## src/rtl/core/sbb_pkg.sv

```systemverilog
`timescale 1ns / 1ps
`default_nettype none
package sbb_pkg;
  localparam int MAX_WIDTH_DEF = 2048;
  localparam int PIX_W         = 32;
  localparam int ERR_W         = 8;
  localparam logic [ERR_W-1:0] ERR_RST = 8'hAA;
  localparam int FIFO_DEPTH    = 8;

  // configuration register indexes
  localparam logic [1:0] REG_WIDTH  = 2'd0;
  localparam logic [1:0] REG_HEIGHT = 2'd1;
  localparam logic [1:0] REG_ALPHA  = 2'd2;

  // one filtered pixel headed for the output channel
  typedef struct packed {
    logic             done;
    logic [PIX_W-1:0] pix;
  } result_t;

  // pushes into the output queue from the horizontal pass
  typedef struct packed {
    logic push0;
    logic push1;
  } push_t;
endpackage
`default_nettype wire

```

## src/rtl/core/sbb_out_fifo.sv

```systemverilog
`timescale 1ns / 1ps
`default_nettype none
// Result queue: up to two pushes and one pop per cycle.
module sbb_out_fifo #(
  parameter int DEPTH = sbb_pkg::FIFO_DEPTH
) (
  input  wire logic                       clk,
  input  wire logic                       rst_n,
  input  wire sbb_pkg::push_t             push,
  input  wire sbb_pkg::result_t           d0,
  input  wire sbb_pkg::result_t           d1,
  input  wire logic                       pop,
  output sbb_pkg::result_t                head,
  output logic [$clog2(DEPTH+1)-1:0]      count
);
  localparam int AW = $clog2(DEPTH);
  localparam int NW = $clog2(DEPTH+1);

  sbb_pkg::result_t mem [DEPTH];
  logic [AW-1:0] wp_r, rp_r;
  logic [NW-1:0] cnt_r, cnt_nxt;
  logic [AW-1:0] wp1;

  assign wp1   = wp_r + AW'(1);
  assign head  = mem[rp_r];
  assign count = cnt_r;

  always_comb begin
    cnt_nxt = cnt_r + NW'(push.push0) + NW'(push.push1) - NW'(pop);
  end

  // storage, no reset needed
  always_ff @(posedge clk) begin
    if (push.push0) mem[wp_r] <= d0;
    if (push.push1) mem[push.push0 ? wp1 : wp_r] <= d1;
  end

  // pointers
  always_ff @(posedge clk) begin
    if (!rst_n) begin
      wp_r  <= '0;
      rp_r  <= '0;
      cnt_r <= '0;
    end else begin
      wp_r  <= wp_r + AW'(push.push0) + AW'(push.push1);
      if (pop) rp_r <= rp_r + AW'(1);
      cnt_r <= cnt_nxt;
    end
  end
endmodule
`default_nettype wire

```

## config.mk

```make
export PLATFORM = sky130hd
export DESIGN_NAME = sbb_out_fifo
export DESIGN_NICKNAME = d
export VERILOG_FILES = /design/src/rtl/core/sbb_pkg.sv /design/src/rtl/core/sbb_out_fifo.sv
export SDC_FILE = /design/constraint.sdc
export NUM_CORES = 1
export LEC_CHECK = 0
export ABC_CLOCK_PERIOD_IN_PS = 4500
export BUFFER_PORTS_ARGS = -buffer_cell sky130_fd_sc_hd__clkbuf_2
export CORE_MARGIN = 8
export CORE_UTILIZATION = 40
export CTS_CLUSTER_DIAMETER = 120
export CTS_CLUSTER_SIZE = 25
export DETAILED_ROUTE_END_ITERATION = 8
export SLEW_MARGIN = 20
export SYNTH_ARGS = -nofsm -noshare
export SYNTH_HDL_FRONTEND = slang
export SYNTH_SLANG_ARGS = --single-unit
export TNS_END_PERCENT = 30
```

## constraint.sdc

```tcl
create_clock -name clk -period 4.5 [get_ports clk]
set_input_delay 0.45 -clock clk [delete_from_list [all_inputs] [get_ports clk]]
set_output_delay 0.45 -clock clk [all_outputs]
set_load 0.05 [all_outputs]
```

==> results of run 1 <==
-- power groups by stage --
| stage | clock (mW) | combinational, mW | sequential (mW) |
|---|---|---|---|
| after global routing | 1.60 | 2.05 | 3.27 |
| after CTS | 1.53 | 1.93 | 3.25 |
| after floorplan | 0 | 1.34 | 3.28 |
| final | 1.50 | 1.93 | 3.24 |
| after detailed placement | 0 | 1.92 | 3.31 |
| after global placement | 0 | 1.89 | 3.30 |
-- logic make-up (layout without fill, tap and decap cells) --
family          count (synthesis)  after routing  share of synthesized area [%]
simple gates                   97             97                           3.44
xor+xnor                        7              7                          0.415
mux                           234            234                           22.9
flops                         277            277                           55.4
compound gates                283            283                           13.6
buf+inv                       109            175                           3.33
fa+ha+maj                       9              9                          0.915
-- final cells by class --
cell class	instances	area, um2
Clock buffer	23	405
Clock inverter	2	25.0
Tap cell	468	586
Timing Repair Buffer	141	836
Sequential cell	277	8200
Inverter	9	33.8
Fill cell	3230	20200
Multi-Input combinational cell	630	6250
-- layer usage --
layer / GRT usage [%] / share of wire, % / vias to the layer above
met5: 0 / 0 / -
met2: 31.3 / 48 / 467
met3: 3.20 / 7.1 / 62
li1: - / - / 4335
met4: 4.43 / 2.0 / 0
met1: 26.1 / 43 / 5152
-- per-stage QoR --
stage	cells	cell area (um2)	total power [mW]	hold WS, ns
3_3_place_gp	1524	15900	5.19	0.511
3_5_place_dp	1525	15900	5.23	0.517
4_1_cts	1550	16300	6.71	0.255
5_1_grt	1550	16300	6.92	0.269
2_1_floorplan	1016	14800	4.62	0.485
6_report	1550	16300	6.67	0.273
-- worst max-delay path, delay by kind of cell (launching register included) --
| family | cells | cell delay (ns) |
|---|---|---|
| flops | 1 | 0.84 |
| mux | 2 | 0.84 |
| buf+inv | 2 | 0.64 |
-- placed cells by master (no fill, tap or decap), types with 2 or more instances in the layout --
| cell | Yosys | routed |
|---|---|---|
| o22ai_4 | 0 | 3 |
| fa_1 | 3 | 3 |
| o21ai_0 | 68 | 66 |
| mux2_1 | 7 | 7 |
| inv_1 | 9 | 8 |
| nand2_1 | 6 | 6 |
| clkbuf_16 | 0 | 15 |
| dfxtp_1 | 13 | 10 |
| nand3b_1 | 2 | 2 |
| buf_4 | 0 | 30 |
| o21ai_4 | 0 | 2 |
| mux2_2 | 159 | 159 |
| clkbuf_2 | 0 | 106 |
| a2111oi_4 | 2 | 2 |
| ha_1 | 6 | 6 |
| clkbuf_1 | 57 | 8 |
| xnor2_1 | 4 | 3 |
| o21a_2 | 0 | 2 |
| buf_12 | 0 | 3 |
| nand3_1 | 67 | 67 |
| o221ai_4 | 0 | 2 |
| nand2b_1 | 3 | 2 |
| dfxtp_4 | 0 | 2 |
| mux4_2 | 66 | 66 |
| edfxtp_1 | 264 | 264 |
| and3b_1 | 2 | 2 |
| and2_1 | 3 | 3 |
| xor2_1 | 3 | 2 |
| nor2_1 | 8 | 8 |
| o211ai_1 | 198 | 198 |
-- worst min-delay path by stage --
| stage | start | to |
|---|---|---|
| 2_1_floorplan | rp_r[2] | flop |
| 3_3_place_gp | rp_r[2] | flop |
| 3_5_place_dp | rp_r[2] | flop |
| 4_1_cts | rst_n | count[3] |
| 5_1_grt | rst_n | wp_r[1] |
| 6_report | rst_n | count[3] |
-- sequential cells by signal, summed over array words and instances, names as in the netlist, named ones only --
| name | flops |
|---|---|
| count | 4 |
| mem | 264 |
| wp_r | 3 |
| rp_r | 3 |
==> results_dict.tcl, run 1 <==
set metrics [dict create \
    ioPinCount 108 \
    yosys-top-cells-area "edfxtp_1, mux2_2, mux4_2" \
    grt_max_degree 71 \
    die_w_um 208 \
    seqPwrFrac_pct 48.6 \
    rsz0062_at_grt "no" \
    antenna_found_initial 0 \
    numClockSinks 277 \
    path_class "reg -> out" \
    drive_gt1_share_pct 37.7 \
    startpoint_type "flop" \
    cts_resized 0 \
    combinationalPowerShare_pct 28.9 \
    start_util_pct 40.4 \
    diodes 0 \
    vias 10000 \
    cp.arrival_ns 2.85 \
    synth_common_cells "edfxtp_1, o211ai_1, mux2_2" \
    syn_nets 1096 \
    cp.required_ns 4.05 \
    min_period_ns 3.30 \
    cap_violations 0 \
    finalMaxSlewViolations 0 \
    syn_avg_cell_area_um2 14.5 \
    finalWorstSetupSlack_ns 1.20 \
    core-area_um2 36500 \
    min_delay_path_depth 3 \
    critPathMaxFanout 31 \
    nNetsFinal 1154 \
    tightest_slew_ns 0.943 \
    clk_latency_ns 0.50 \
    crit-reg2reg-launch "wp_r[0]" \
    synth_top_area_share_pct 53.7 \
    leakage_nw 4.99 \
    cts-root-buf "clkbuf_16" \
    detail_route.first_pass.iterations 6 \
    r2r-end "mem[7][1]" \
    hpwl_um 25800 \
    reg2reg_depth 5 \
    p_sw_share_pct 33.5 \
    fp-row-count 70 \
    synthCells 1016 \
    synthArstFlopShare_pct 0 \
    worstSetupEndpoint "head[11]" \
    seq_area_frac_synth_pct 55.4 \
    skew_ns 0.0203 \
    gp_congestion 0.775 \
    outcome "finished clean" \
    hold_viol_final 0 \
    slew_headroom_pct 37.2 \
    overflow 0 \
    synth_edf_count 264 \
    grt_pass1_wl_um 64500 \
    die_area_um2 43300 \
    clkPwrFrac_pct 22.5 \
    routedWlPerCell_um 27.3 \
    yosys_warnings 0 \
    yosysTopAreaCell "edfxtp_1" \
    cts_tree "done" \
    yosysMostFrequentCell "edfxtp_1" \
    ir_drop_uv 283 \
    place_ws_ns 1.22 \
    ys.flop_type "edfxtp_1" \
    max_freq_ghz 0.303 \
    numCtsBuffers 15 \
    crit_path_end_kind "primary output" \
    clk_path_buf_depth 3 \
    p_int_mw 4.43 \
    powerDensity_nw_per_um2 408 \
    setup_viol 0 \
    cts_max_level 1 \
    drtIter0Drc 1055 \
    holdBufCountCts 0 \
    post_drt_via_cell_ratio 6.46 \
    max_stage_delay_ns 0.84 \
    path_cells "buf_4 -> mux4_2 -> mux2_2 -> clkbuf_2" \
    critical-path-slowest-cell "dfxtp_4" \
    fin_util_pct 44.7 \
    tns_ns 0 \
    synth-seq-cells 277 \
    drt-total-wl_um 42400 \
    port_buffers 107 \
    drc 0 \
    grt_pass1_vias 10300 \
    final_antenna_net_count 0 \
    grt_usage_pct 19.0 \
    power_switching_mw 2.23 \
    synth.distinct_cells 41 \
    min_path_type "in -> reg" \
    fp.dieH_um 208 \
    postCtsSetupBuffers 0 \
    syn2layout_area_growth_pct 10.6 \
    reg2reg_slack_ns 1.24 \
    clk_pin_slew_worst_paths_ns 0.10 \
    netlist_area_um2 14800 \
    fin_crit_sh_pct 73.3 \
]
Power figures use the tool's default switching activity.
==> run 2: changes to the inputs <==
--- a/config.mk
+++ b/config.mk
@@ -5,7 +5,7 @@
 export SDC_FILE = /design/constraint.sdc
 export NUM_CORES = 1
 export LEC_CHECK = 0
-export ABC_CLOCK_PERIOD_IN_PS = 4500
+export ABC_CLOCK_PERIOD_IN_PS = 2700
 export BUFFER_PORTS_ARGS = -buffer_cell sky130_fd_sc_hd__clkbuf_2
 export CORE_MARGIN = 8
 export CORE_UTILIZATION = 40
==> constraint.sdc (replaced) <==
create_clock -name clk -period 2.7 [get_ports clk]
set_input_delay 0.27 -clock clk [delete_from_list [all_inputs] [get_ports clk]]
set_output_delay 0.27 -clock clk [all_outputs]
set_load 0.05 [all_outputs]
==> results_dict.tcl, run 2 (synthesis gave the netlist of run 1 again) <==
set metrics [dict create \
    outcome "finished clean" \
    numCtsBuffers 15 \
    fp.dieH_um 208 \
    drive_gt1_share_pct 38.7 \
    reg2reg_depth 5 \
    holdBufCountCts 0 \
    postCtsSetupBuffers 0 \
    min-delay-start "rst_n" \
    clk_path_buf_depth 3 \
    cp.required_ns 2.43 \
    grt_max_degree 72 \
    cp.arrival_ns 2.31 \
    path_delay_family "multiplexers" \
    clk_pin_slew_worst_paths_ns 0.10 \
    clkPwrFrac_pct 22.1 \
    clk_latency_ns 0.51 \
    critPathMaxFanout 36 \
    fin_crit_sh_pct 95.5 \
    tightest_slew_ns 0.818 \
    cts-root-buf "clkbuf_16" \
    cts_resized 0 \
    cts_max_level 1 \
    detail_route.first_pass.iterations 5 \
    critical-path-slowest-cell "mux4_2" \
    crit-reg2reg-launch "wp_r[1]" \
    layout_common_cells "edfxtp_1, o211ai_1, mux2_2" \
    setup_viol 0 \
    r2r-end "mem[2][19]" \
    port_buffers 107 \
    tns_ns 0 \
    grt_pass1_wl_um 65700 \
    antenna_found_initial 4 \
    core-area_um2 36500 \
    reg2reg_slack_ns 0.27 \
    fp-row-count 70 \
    min_delay_path_depth 2 \
    cap_violations 0 \
    min_path_type "in -> reg" \
    max_stage_delay_ns 0.56 \
    slew_headroom_pct 45.3 \
    syn2layout_area_growth_pct 12.9 \
    place_ws_ns 0.239 \
    finalWorstSetupSlack_ns 0.121 \
    crit_path_end_kind "primary output" \
    hpwl_um 25900 \
    grt_pass1_vias 10400 \
    largest_reg_flops 264 \
    final_antenna_net_count 0 \
    worstSetupEndpoint "head[21]" \
    power_switching_mw 3.79 \
    nNetsFinal 1172 \
    powerDensity_nw_per_um2 678 \
    leakage_nw 5.14 \
    max_freq_ghz 0.388 \
    overflow 0 \
    routedWlPerCell_um 27.7 \
    cts_tree "done" \
    vias 10300 \
    numClockSinks 277 \
    largest-register "mem" \
    hold_viol_final 0 \
    p_sw_share_pct 33.5 \
    drc 0 \
    die_w_um 208 \
    seqPwrFrac_pct 47.1 \
    path_buf_inv 2 \
    gp_congestion 0.765 \
    cp.depth 4 \
    final_common_cell "edfxtp_1" \
    post_drt_via_cell_ratio 6.54 \
    start_util_pct 40.4 \
    min_period_ns 2.58 \
    startpoint_type "flop" \
    n_fill_cell 3177 \
    finalMaxSlewViolations 0 \
    rsz0062_at_grt "no" \
    path_class "reg -> out" \
    drtIter0Drc 1259 \
    drt-total-wl_um 43500 \
    combinationalPowerShare_pct 30.8 \
    p_int_mw 7.52 \
    die_area_um2 43300 \
    ioPinCount 108 \
    path_cells "buf_12 -> mux4_2 -> mux2_2 -> clkbuf_2" \
    grt_usage_pct 19.6 \
    ir_drop_uv 438 \
    skew_ns 0.0148 \
]
run 2: metal layers:
layer  track usage [%]  part of all wire (%)
met3              3.80                   8.4
met2              31.4                    47
met4              4.85                   2.1
met1              27.2                    43
met5                 0                  0.10
run 2: cell type report:
class / instances / area [um2] / share of cell area [%]
antenna: 1 / 2.50 / 0.0150
timing repair buffer: 159 / 1180 / 7.05
tap: 468 / 586 / 3.51
sequential: 277 / 8190 / 49.1
clock buffer: 23 / 405 / 2.43
clock inverter: 2 / 27.5 / 0.165
inverter: 9 / 33.8 / 0.203
multi-input combinational: 630 / 6250 / 37.5
run 2: power groups by stage:
stage	registers (mW)	clock network (mW)	logic (mW)
2_1_floorplan	5.46	0	2.25
3_3_place_gp	5.42	0	3.41
3_5_place_dp	5.43	0	3.47
4_1_cts	5.33	2.56	3.48
5_1_grt	5.37	2.69	3.71
6_report	5.33	2.49	3.48
run 2: per-stage QoR:
step	total power, mW	cell area, um2	hold slack [ns]	utilization, %	cells
2_1_floorplan	7.71	14800	0.392	-	1016
3_3_place_gp	8.83	16200	0.514	44.5	1543
3_5_place_dp	8.91	16200	0.522	44.5	1543
4_1_cts	11.4	16700	0.0754	45.6	1568
5_1_grt	11.8	16700	0.0826	45.6	1568
6_report	11.3	16700	0.0854	45.6	1569
run 2: worst min path at each step:
stage	end	slack [ns]
3_5_place_dp	flop	0.52
4_1_cts	count[0]	0.08
6_report	count[1]	0.09
3_3_place_gp	flop	0.51
5_1_grt	count[0]	0.08
2_1_floorplan	count[0]	0.39
