<file path="src/rtl/core/sbb_pkg.sv">
`timescale 1ns / 1ps
`default_nettype none
package sbb_pkg;
  localparam int MAX_WIDTH_DEF = 2048;
  localparam int PIX_W         = 32;
  localparam int ERR_W         = 8;
  localparam logic [ERR_W-1:0] ERR_RST = 8'hAA;
  localparam int FIFO_DEPTH    = 8;

  // configuration register indexes
  localparam logic [1:0] REG_WIDTH  = 2'd0;
  localparam logic [1:0] REG_HEIGHT = 2'd1;
  localparam logic [1:0] REG_ALPHA  = 2'd2;

  // one filtered pixel headed for the output channel
  typedef struct packed {
    logic             done;
    logic [PIX_W-1:0] pix;
  } result_t;

  // pushes into the output queue from the horizontal pass
  typedef struct packed {
    logic push0;
    logic push1;
  } push_t;
endpackage
`default_nettype wire

</file>
<file path="src/rtl/core/sbb_lane.sv">
`timescale 1ns / 1ps
`default_nettype none
// One byte of a [1,2,1] tap with carried 2-bit rounding error.
module sbb_lane (
  input  wire logic [7:0] a,
  input  wire logic [7:0] b,
  input  wire logic [7:0] c,
  input  wire logic [1:0] e_in,
  input  wire logic       bypass,
  output logic      [7:0] v,
  output logic      [1:0] e_out
);
  logic [9:0] sum;

  assign sum = {2'b00, a} + {1'b0, b, 1'b0} + {2'b00, c} + {8'h00, e_in};

  always_comb begin
    if (bypass) begin
      v     = b;
      e_out = e_in;
    end else begin
      v     = sum[9:2];
      e_out = sum[1:0];
    end
  end
endmodule
`default_nettype wire

</file>
<file path="src/rtl/core/sbb_pass.sv">
`timescale 1ns / 1ps
`default_nettype none
// Four byte lanes side by side; the merge packs their bytes and errors.
module sbb_pass (
  input  wire logic [sbb_pkg::PIX_W-1:0] a,
  input  wire logic [sbb_pkg::PIX_W-1:0] b,
  input  wire logic [sbb_pkg::PIX_W-1:0] c,
  input  wire logic [sbb_pkg::ERR_W-1:0] err_in,
  input  wire logic                      alpha_en,
  output logic      [sbb_pkg::PIX_W-1:0] pix,
  output logic      [sbb_pkg::ERR_W-1:0] err_out
);
  logic [7:0] lv [4];
  logic [1:0] le [4];

  for (genvar k = 0; k < 4; k++) begin : g_lane
    sbb_lane u_lane (
      .a      (a[8*k +: 8]),
      .b      (b[8*k +: 8]),
      .c      (c[8*k +: 8]),
      .e_in   (err_in[2*k +: 2]),
      .bypass ((k == 0) && !alpha_en),
      .v      (lv[k]),
      .e_out  (le[k])
    );
  end

  // merge lanes
  assign pix     = {lv[3], lv[2], lv[1], lv[0]};
  assign err_out = {le[3], le[2], le[1], le[0]};
endmodule
`default_nettype wire

</file>
<file path="config.mk">
export PLATFORM = sky130hd
export DESIGN_NAME = sbb_pass
export DESIGN_NICKNAME = d
export VERILOG_FILES = /design/src/rtl/core/sbb_pkg.sv /design/src/rtl/core/sbb_lane.sv /design/src/rtl/core/sbb_pass.sv
export SDC_FILE = /design/constraint.sdc
export NUM_CORES = 1
export LEC_CHECK = 0
export BUFFER_PORTS_ARGS = -buffer_cell sky130_fd_sc_hd__buf_4
export CAP_MARGIN = 0
export CORE_UTILIZATION = 46
export DETAILED_ROUTE_END_ITERATION = 8
export PLACE_DENSITY = 0.92
export SLEW_MARGIN = 20
export SYNTH_ARGS = -nofsm -noshare
export SYNTH_HDL_FRONTEND = slang
export SYNTH_SLANG_ARGS = --single-unit
</file>
<file path="constraint.sdc">
create_clock -name vclk -period 5.3
set_input_delay 1.06 -clock vclk [all_inputs]
set_output_delay 1.06 -clock vclk [all_outputs]
set_load 0.01 [all_outputs]
</file>
==> flow_metrics.py, run 1 <==
metrics = {
    "sta": {
        "fin_crit_ns": 4.99,
        "finalMaxSlewViolations": 0,
        "whs_ns": 2.42,
        "rsz0062_at_grt": "no",
        "setup_viol": 0,
        "tightest_slew_ns": 0.383,
        "report.final.hold_viol_count": 0,
        "fin_setup_tns_ns": 0,
        "fmax_mhz": 200,
        "finalCritPeriodShare": 0.942,
        "relSlewSlack": 0.742,
    },
    "global_route": {
        "grt_use_total": 0.236,
        "grt_max_degree": 18,
        "first_global_vias": 2512,
        "grt_pass1_wl_um": 10100,
        "grt_remaining_overflow": 0,
        "antenna_found_initial": 0,
    },
    "die": {
        "rows": 25,
        "die_h_um": 72.7,
        "initial_utilization": 0.483,
        "die_w_um": 72.7,
        "io_pins": 145,
        "dieArea_um2": 5280,
        "coreArea_um2": 4750,
    },
    "drt": {
        "wl_um": 6100,
        "wl_per_cell_um": 13.3,
        "drt_pass1_iterations": 4,
        "drtIter0Drc": 72,
        "vias_per_cell": 5.23,
        "routed-via-count": 2408,
        "drtAntennaViolNets": 0,
        "route.detailed.drc": 0,
    },
    "critical_path": {
        "cp_slowest_cell": "fa_1",
        "critical_path_peak_fanout": 3,
        "crit_required_ns": 4.24,
        "max_stage_delay_ns": 0.58,
        "worst-setup-path-type": "primary input to output pin",
        "cp-end-kind": "output pin",
        "critPathLaunchType": "primary input",
        "cp_data_arrival_time_ns": 3.93,
        "crit_chain": "buf_4, fa_1, inv_1, ha_1, or2_2, fa_1, a211oi_1, o21ai_0, a31oi_1, xnor2_1, mux2_2, buf_4",
    },
    "yosys": {
        "syn_inst": 253,
        "synthTopCellsByCount": "fa_1, ha_1, inv_1",
        "syn_area_um2": 2300,
        "syn_nets": 430,
        "avgSynthCellArea_um2": 9.07,
        "synth_area_leaders": "fa_1, ha_1, xnor2_1, inv_1, a21oi_1",
        "yosysTopAreaCellShare": 0.314,
        "yosysSeqAreaShare": 0,
        "yosysTopAreaCell": "fa_1",
        "synth_cell_type_count": 42,
        "yosys_warnings": 0,
    },
    "pwr": {
        "p_seq_frac": 0,
        "switching_share": 0.474,
        "irDropWorstVdd_v": 0.000155,
        "pwr_density_cell_nw_per_um2": 211,
        "pwr-share-comb": 1.000,
        "p_sw_uw": 344,
        "p_int_uw": 382,
        "p_clk_frac": 0,
        "leakage_nw": 1.77,
    },
    "cts": {
        "cts_setup_buffers": 0,
        "ctsHoldBuffers": 0,
        "cts_resized": 0,
    },
    "hold_path": {
        "worstHoldPathType": "primary input to output pin",
        "min_path_cells": 3,
        "hold_path_end": "err_out[2]",
        "min_from": "err_in[3]",
    },
    "status": {
        "status": "complete, no violations",
    },
    "placement": {
        "place_inst": 460,
        "dpl.hpwl_um": 5570,
        "port_buffers": 145,
        "place_area_um2": 3450,
        "gp_congestion": 0.801,
    },
    "cells_and_area": {
        "clockBufferCount": 0,
        "num-fill-cells": 385,
        "regArea_um2": 0,
        "final_nets": 572,
        "postLayoutCellArea_um2": 3450,
        "syn_to_final_growth_pct": 50.2,
        "seq_cells": 0,
        "drive_gt1_frac": 0.397,
        "num_antenna_cells": 0,
        "fin_cells": 460,
    },
    "flow_run": {
        "max_cap_violations": 0,
    },
}
-- metal layers --
| layer | up-vias | global-route usage | share of wire |
|---|---|---|---|
| met5 | - | 0 | 0 |
| met4 | 0 | 0.0436 | 0.011 |
| met3 | 8 | 0.0470 | 0.075 |
| met2 | 90 | 0.486 | 0.56 |
| met1 | 1142 | 0.242 | 0.35 |
| li1 | 1168 | - | - |
-- kinds of logic (layout without fill, tap and decap cells) --
| family | count (synthesis) | count (layout) | share of synthesized area |
|---|---|---|---|
| mux | 5 | 5 | 0.0262 |
| buf+inv | 35 | 175 | 0.0578 |
| xor+xnor | 24 | 24 | 0.0916 |
| fa+ha+maj | 72 | 72 | 0.510 |
| simple gates | 46 | 46 | 0.0970 |
| compound gates | 71 | 71 | 0.217 |
-- how the worst max path moves through the flow --
stage	startpoint	endpoint	cells after the start
3_5_place_dp	a[0]	pix[6]	12
4_1_cts	a[0]	pix[6]	12
6_report	a[0]	pix[6]	12
3_3_place_gp	a[0]	pix[6]	12
2_1_floorplan	a[0]	pix[6]	10
5_1_grt	a[0]	pix[6]	12
-- layout make-up --
cell class         instances  area, µm²  area share
multi-input cells        218       2160       0.627
repair buffers           145       1090       0.316
inverters                 30        113      0.0327
well taps                 67       83.8      0.0243
-- through the flow --
step | power, mW | utilization | setup slack [ns]
after global routing | 0.799 | 0.725 | 0.0934
after CTS | 0.730 | 0.725 | 0.291
after floorplan | 0.424 | - | 0.740
after global placement | 0.704 | 0.725 | 0.377
after detailed placement | 0.725 | 0.725 | 0.297
final | 0.726 | 0.725 | 0.307
-- placed cells by master (no fill, tap or decap), types with 2 or more instances in the layout --
cell	netlist	final
a31oi_1	2	2
ha_1	36	36
a21o_1	6	6
inv_1	30	30
nand2b_1	2	2
nor2_1	15	15
o211a_1	2	2
nand2_1	10	10
nand4_1	2	2
o21a_1	8	8
a21oi_2	2	2
fa_1	36	36
o22ai_1	2	2
a211oi_1	6	6
or2_2	2	2
nor2b_1	3	3
buf_4	0	145
xor2_1	6	6
mux2_2	4	4
o31a_1	2	2
o211ai_1	2	2
a21oi_1	15	15
o2111ai_1	3	3
xnor2_1	18	18
o21ai_0	12	12
nor3_1	5	5
o21bai_1	3	3
-- worst max-delay path: cells and delay by family --
kind | cells | cell delay (ns)
AOI/OAI and AO/OA | 3 | 0.74
and+or+nand+nor | 1 | 0.29
adders and majority gates | 3 | 1.19
xor gates and xnor gates | 1 | 0.08
buffers and inverters | 3 | 0.32
muxes | 1 | 0.26
-- power by group through the flow --
| stage | Clock (mW) | Combinational [mW] | Sequential, mW |
|---|---|---|---|
| final | 0 | 0.726 | 0 |
| after global routing | 0 | 0.799 | 0 |
| after CTS | 0 | 0.730 | 0 |
| after detailed placement | 0 | 0.725 | 0 |
| after global placement | 0 | 0.704 | 0 |
| after floorplan | 0 | 0.424 | 0 |
No activity file was read; power rests on OpenSTA's default activity.
==> run 2, diff against run 1 <==
Settings changed: BUFFER_PORTS_ARGS -buffer_cell sky130_fd_sc_hd__buf_4 to -buffer_cell sky130_fd_sc_hd__buf_2, CORE_UTILIZATION 46 to 40, PLACE_DENSITY 0.92 to 0.82, SLEW_MARGIN 20 to 0.
==> run 2 against run 1 <==
Net effect: hold slack better by 0.021 ns; critical path type unchanged; critical endpoint unchanged; total power down 12%; sequential share of layout area unchanged.
==> flow_metrics.py, run 2 (synthesis gave the netlist of run 1 again) <==
metrics = {
    "placement": {
        "place_area_um2": 3090,
        "dpl.hpwl_um": 4910,
        "port_buffers": 145,
        "place_ws_ns": 0.283,
        "gp_congestion": 0.795,
        "place_inst": 465,
    },
    "critical_path": {
        "cp-end-kind": "output pin",
        "crit_required_ns": 4.24,
        "crit_family": "adder cells",
        "max_stage_delay_ns": 0.57,
        "cp_data_arrival_time_ns": 3.97,
        "critPathLaunchType": "primary input",
        "cp_slowest_cell": "fa_1",
        "cp.buffers_inverters": 3,
        "crit_chain": "buf_2, fa_1, inv_1, ha_1, or2_2, fa_1, a211oi_1, o21ai_0, a31oi_1, xnor2_1, mux2_2, buf_2",
        "critical_path_peak_fanout": 3,
        "worst-setup-path-type": "primary input to output pin",
    },
    "pwr": {
        "p_total_uw": 637,
        "p_int_uw": 305,
        "leakage_nw": 1.64,
        "irDropWorstVdd_v": 0.000119,
        "pwr-share-comb": 1.000,
        "p_seq_frac": 0,
        "p_sw_uw": 332,
        "p_clk_frac": 0,
        "pwr_density_cell_nw_per_um2": 206,
        "switching_share": 0.522,
    },
    "cells_and_area": {
        "final_nets": 572,
        "regArea_um2": 0,
        "final_common_cell": "buf_2",
        "num_antenna_cells": 0,
        "drive_gt1_frac": 0.397,
        "syn_to_final_growth_pct": 34.7,
        "num-fill-cells": 523,
        "mostFrequentLayoutCells": "buf_2, fa_1, ha_1",
        "clockBufferCount": 0,
        "seq_cells": 0,
        "fin_util": 0.561,
        "fin_cells": 465,
        "postLayoutCellArea_um2": 3090,
    },
    "hold_path": {
        "hold_path_end": "err_out[2]",
        "min_from": "err_in[3]",
        "min_path_cells": 3,
        "worstHoldPathType": "primary input to output pin",
    },
    "global_route": {
        "grt_max_degree": 18,
        "grt_remaining_overflow": 0,
        "grt_use_total": 0.172,
        "grt_pass1_wl_um": 8920,
        "antenna_found_initial": 0,
        "first_global_vias": 2197,
    },
    "die": {
        "dieArea_um2": 6050,
        "die_h_um": 77.8,
        "rows": 27,
        "die_w_um": 77.8,
        "initial_utilization": 0.417,
        "io_pins": 145,
        "coreArea_um2": 5510,
    },
    "status": {
        "status": "complete, no violations",
    },
    "drt": {
        "wl_um": 5340,
        "drt_pass1_iterations": 4,
        "drtAntennaViolNets": 0,
        "drtIter0Drc": 31,
        "wl_per_cell_um": 11.5,
        "route.detailed.drc": 0,
        "routed-via-count": 2315,
        "vias_per_cell": 4.98,
    },
    "sta": {
        "rsz0062_at_grt": "no",
        "finalCritPeriodShare": 0.948,
        "report.final.hold_viol_count": 0,
        "fin_crit_ns": 5.03,
        "finalMaxSlewViolations": 0,
        "finalWorstSetupSlack_ns": 0.273,
        "fmax_mhz": 199,
        "fin_setup_tns_ns": 0,
        "setup_viol": 0,
        "relSlewSlack": 0.755,
        "tightest_slew_ns": 0.366,
        "whs_ns": 2.44,
    },
    "cts": {
        "cts_resized": 0,
        "cts_setup_buffers": 0,
        "ctsHoldBuffers": 0,
    },
    "flow_run": {
        "max_cap_violations": 0,
    },
}
==> run 2: worst max path at each step <==
stage | cells past startpoint | slack [ns] | end | startpoint
3_5_place_dp | 12 | 0.28 | pix[6] | a[0]
4_1_cts | 12 | 0.27 | pix[6] | a[0]
5_1_grt | 12 | 0.11 | pix[6] | a[0]
6_report | 12 | 0.27 | pix[6] | a[0]
3_3_place_gp | 12 | 0.30 | pix[6] | a[0]
2_1_floorplan | 10 | 0.74 | pix[6] | a[0]
==> run 2: metal layers <==
metal  vias to the layer above  wire [µm]  GRT usage
met4                         0         23     0.0189
met5                         -          0          0
met3                         4        289     0.0118
met1                      1053       2340      0.231
met2                        81       2680      0.311
li1                       1177          -          -
==> run 2: final cells by class <==
type               instances  area (µm²)  area share
multi-input cells        218        2160       0.700
repair buffers           145         726       0.235
inverters                 30         113      0.0364
well taps                 72        90.1      0.0291
==> run 2: worst min-delay path, delay by kind of cell <==
family / cells / cell delay [ns]
buffers and inverters: 2 / 0.25
xor gates and xnor gates: 1 / 0.06
==> run 2: power groups by stage <==
| stage | sequential (mW) | combinational (mW) | clock (mW) |
|---|---|---|---|
| global route | 0 | 0.712 | 0 |
| CTS | 0 | 0.640 | 0 |
| detailed placement | 0 | 0.635 | 0 |
| floorplan | 0 | 0.424 | 0 |
| global placement | 0 | 0.622 | 0 |
| finish | 0 | 0.637 | 0 |
==> run 3, diff against run 2 <==
Settings changed: CORE_UTILIZATION 40 to 45, PLACE_DENSITY 0.82 to 0.9.
==> run 3 against run 2 <==
Net effect: worst setup slack gained 0.056 ns; non-clock buffer count stayed put; hold slack gained 0.0034 ns; fmax is 1.1% higher; count of clock-buffer cells in the layout unchanged; cell area shrank 0.20%; global-route usage up 3.5 points; sequential cell count stayed put; critical path depth stayed put; first-iteration DRC count is 13% higher; sequential share of layout area is the same; critical path type unchanged.
==> flow_metrics.py, run 3 (synthesis gave the netlist of run 1 again) <==
metrics = {
    "status": {
        "status": "complete, no violations",
    },
    "cells_and_area": {
        "drive_gt1_frac": 0.397,
        "fin_util": 0.641,
        "mostFrequentLayoutCells": "buf_2, fa_1, ha_1",
        "clockBufferCount": 0,
        "num_antenna_cells": 0,
        "postLayoutCellArea_um2": 3090,
        "regArea_um2": 0,
        "final_common_cell": "buf_2",
        "syn_to_final_growth_pct": 34.4,
        "final_nets": 572,
        "seq_cells": 0,
    },
    "drt": {
        "drt_pass1_iterations": 4,
        "wl_per_cell_um": 12.2,
        "routed-via-count": 2360,
        "wl_um": 5630,
        "route.detailed.drc": 0,
        "drtAntennaViolNets": 0,
        "vias_per_cell": 5.13,
        "drtIter0Drc": 35,
    },
    "pwr": {
        "p_total_uw": 640,
        "leakage_nw": 1.64,
        "pwr_density_cell_nw_per_um2": 208,
        "irDropWorstVdd_v": 0.000147,
    },
    "critical_path": {
        "cp.buffers_inverters": 3,
        "crit_chain": "buf_2, fa_1, inv_1, ha_1, or2_2, fa_1, a211oi_1, o21ai_0, a31oi_1, xnor2_1, mux2_2, buf_2",
        "cp_data_arrival_time_ns": 3.91,
        "max_stage_delay_ns": 0.55,
        "cp-end-kind": "output pin",
        "cp_slowest_cell": "fa_1",
        "worst-setup-path-type": "primary input to output pin",
        "crit_required_ns": 4.24,
        "critPathLaunchType": "primary input",
        "crit_family": "adder cells",
        "critical_path_peak_fanout": 3,
    },
    "sta": {
        "tightest_slew_ns": 0.374,
        "finalMaxSlewViolations": 0,
        "fmax_mhz": 201,
        "rsz0062_at_grt": "no",
        "fin_setup_tns_ns": 0,
        "setup_viol": 0,
        "relSlewSlack": 0.748,
        "report.final.hold_viol_count": 0,
        "finalCritPeriodShare": 0.938,
        "fin_crit_ns": 4.97,
        "whs_ns": 2.44,
    },
    "die": {
        "io_pins": 145,
        "dieArea_um2": 5390,
        "die_h_um": 73.4,
        "initial_utilization": 0.477,
        "coreArea_um2": 4820,
        "rows": 25,
        "die_w_um": 73.4,
    },
    "global_route": {
        "first_global_vias": 2367,
        "grt_max_degree": 18,
        "grt_use_total": 0.207,
        "grt_pass1_wl_um": 9180,
        "antenna_found_initial": 0,
        "grt_remaining_overflow": 0,
    },
    "placement": {
        "port_buffers": 145,
        "dpl.hpwl_um": 5120,
        "place_area_um2": 3090,
        "gp_congestion": 0.852,
    },
    "cts": {
        "cts_resized": 0,
        "cts_setup_buffers": 0,
        "ctsHoldBuffers": 0,
    },
    "hold_path": {
        "worstHoldPathType": "primary input to output pin",
    },
    "flow_run": {
        "max_cap_violations": 0,
    },
}
==> run 3: layer usage <==
metal  part of all wire  wire (µm)  GRT usage  vias to the layer above
met5                  0          0          0                        -
li1                   -          -          -                     1172
met4             0.0089         50     0.0171                        0
met3              0.064        361     0.0151                        6
met2               0.52       2930      0.429                      104
met1               0.41       2290      0.236                     1078
==> run 3: final timing paths <==
path,cells past startpoint,to,slack (ns),start
max,12,pix[6],0.33,a[0]
min,3,err_out[2],2.44,err_in[3]
==> run 3: area by class of cell <==
| cell class | count | area, µm² |
|---|---|---|
| Multi-Input combinational cell | 218 | 2160 |
| Timing Repair Buffer | 145 | 726 |
| Fill cell | 434 | 1730 |
| Inverter | 30 | 113 |
| Tap cell | 67 | 83.8 |
==> run 3: metrics by stage <==
step,std cells,setup slack (ns)
after global routing,460,0.165
after CTS,460,0.317
after detailed placement,460,0.336
after global placement,460,0.407
final,460,0.329
after floorplan,253,0.740
==> run 3: power by group <==
part,internal (mW),leakage [nW],total [mW],switching (mW)
Sequential,0,0,0,0
Clock,0,0,0,0
Combinational,0.304,1.64,0.640,0.336
Total,0.304,1.64,0.640,0.336
==> run 3: tightest hold or removal path, stage by stage <==
cell and delay (ns):
buf_2 0.12, xor2_1 0.07, buf_2 0.13
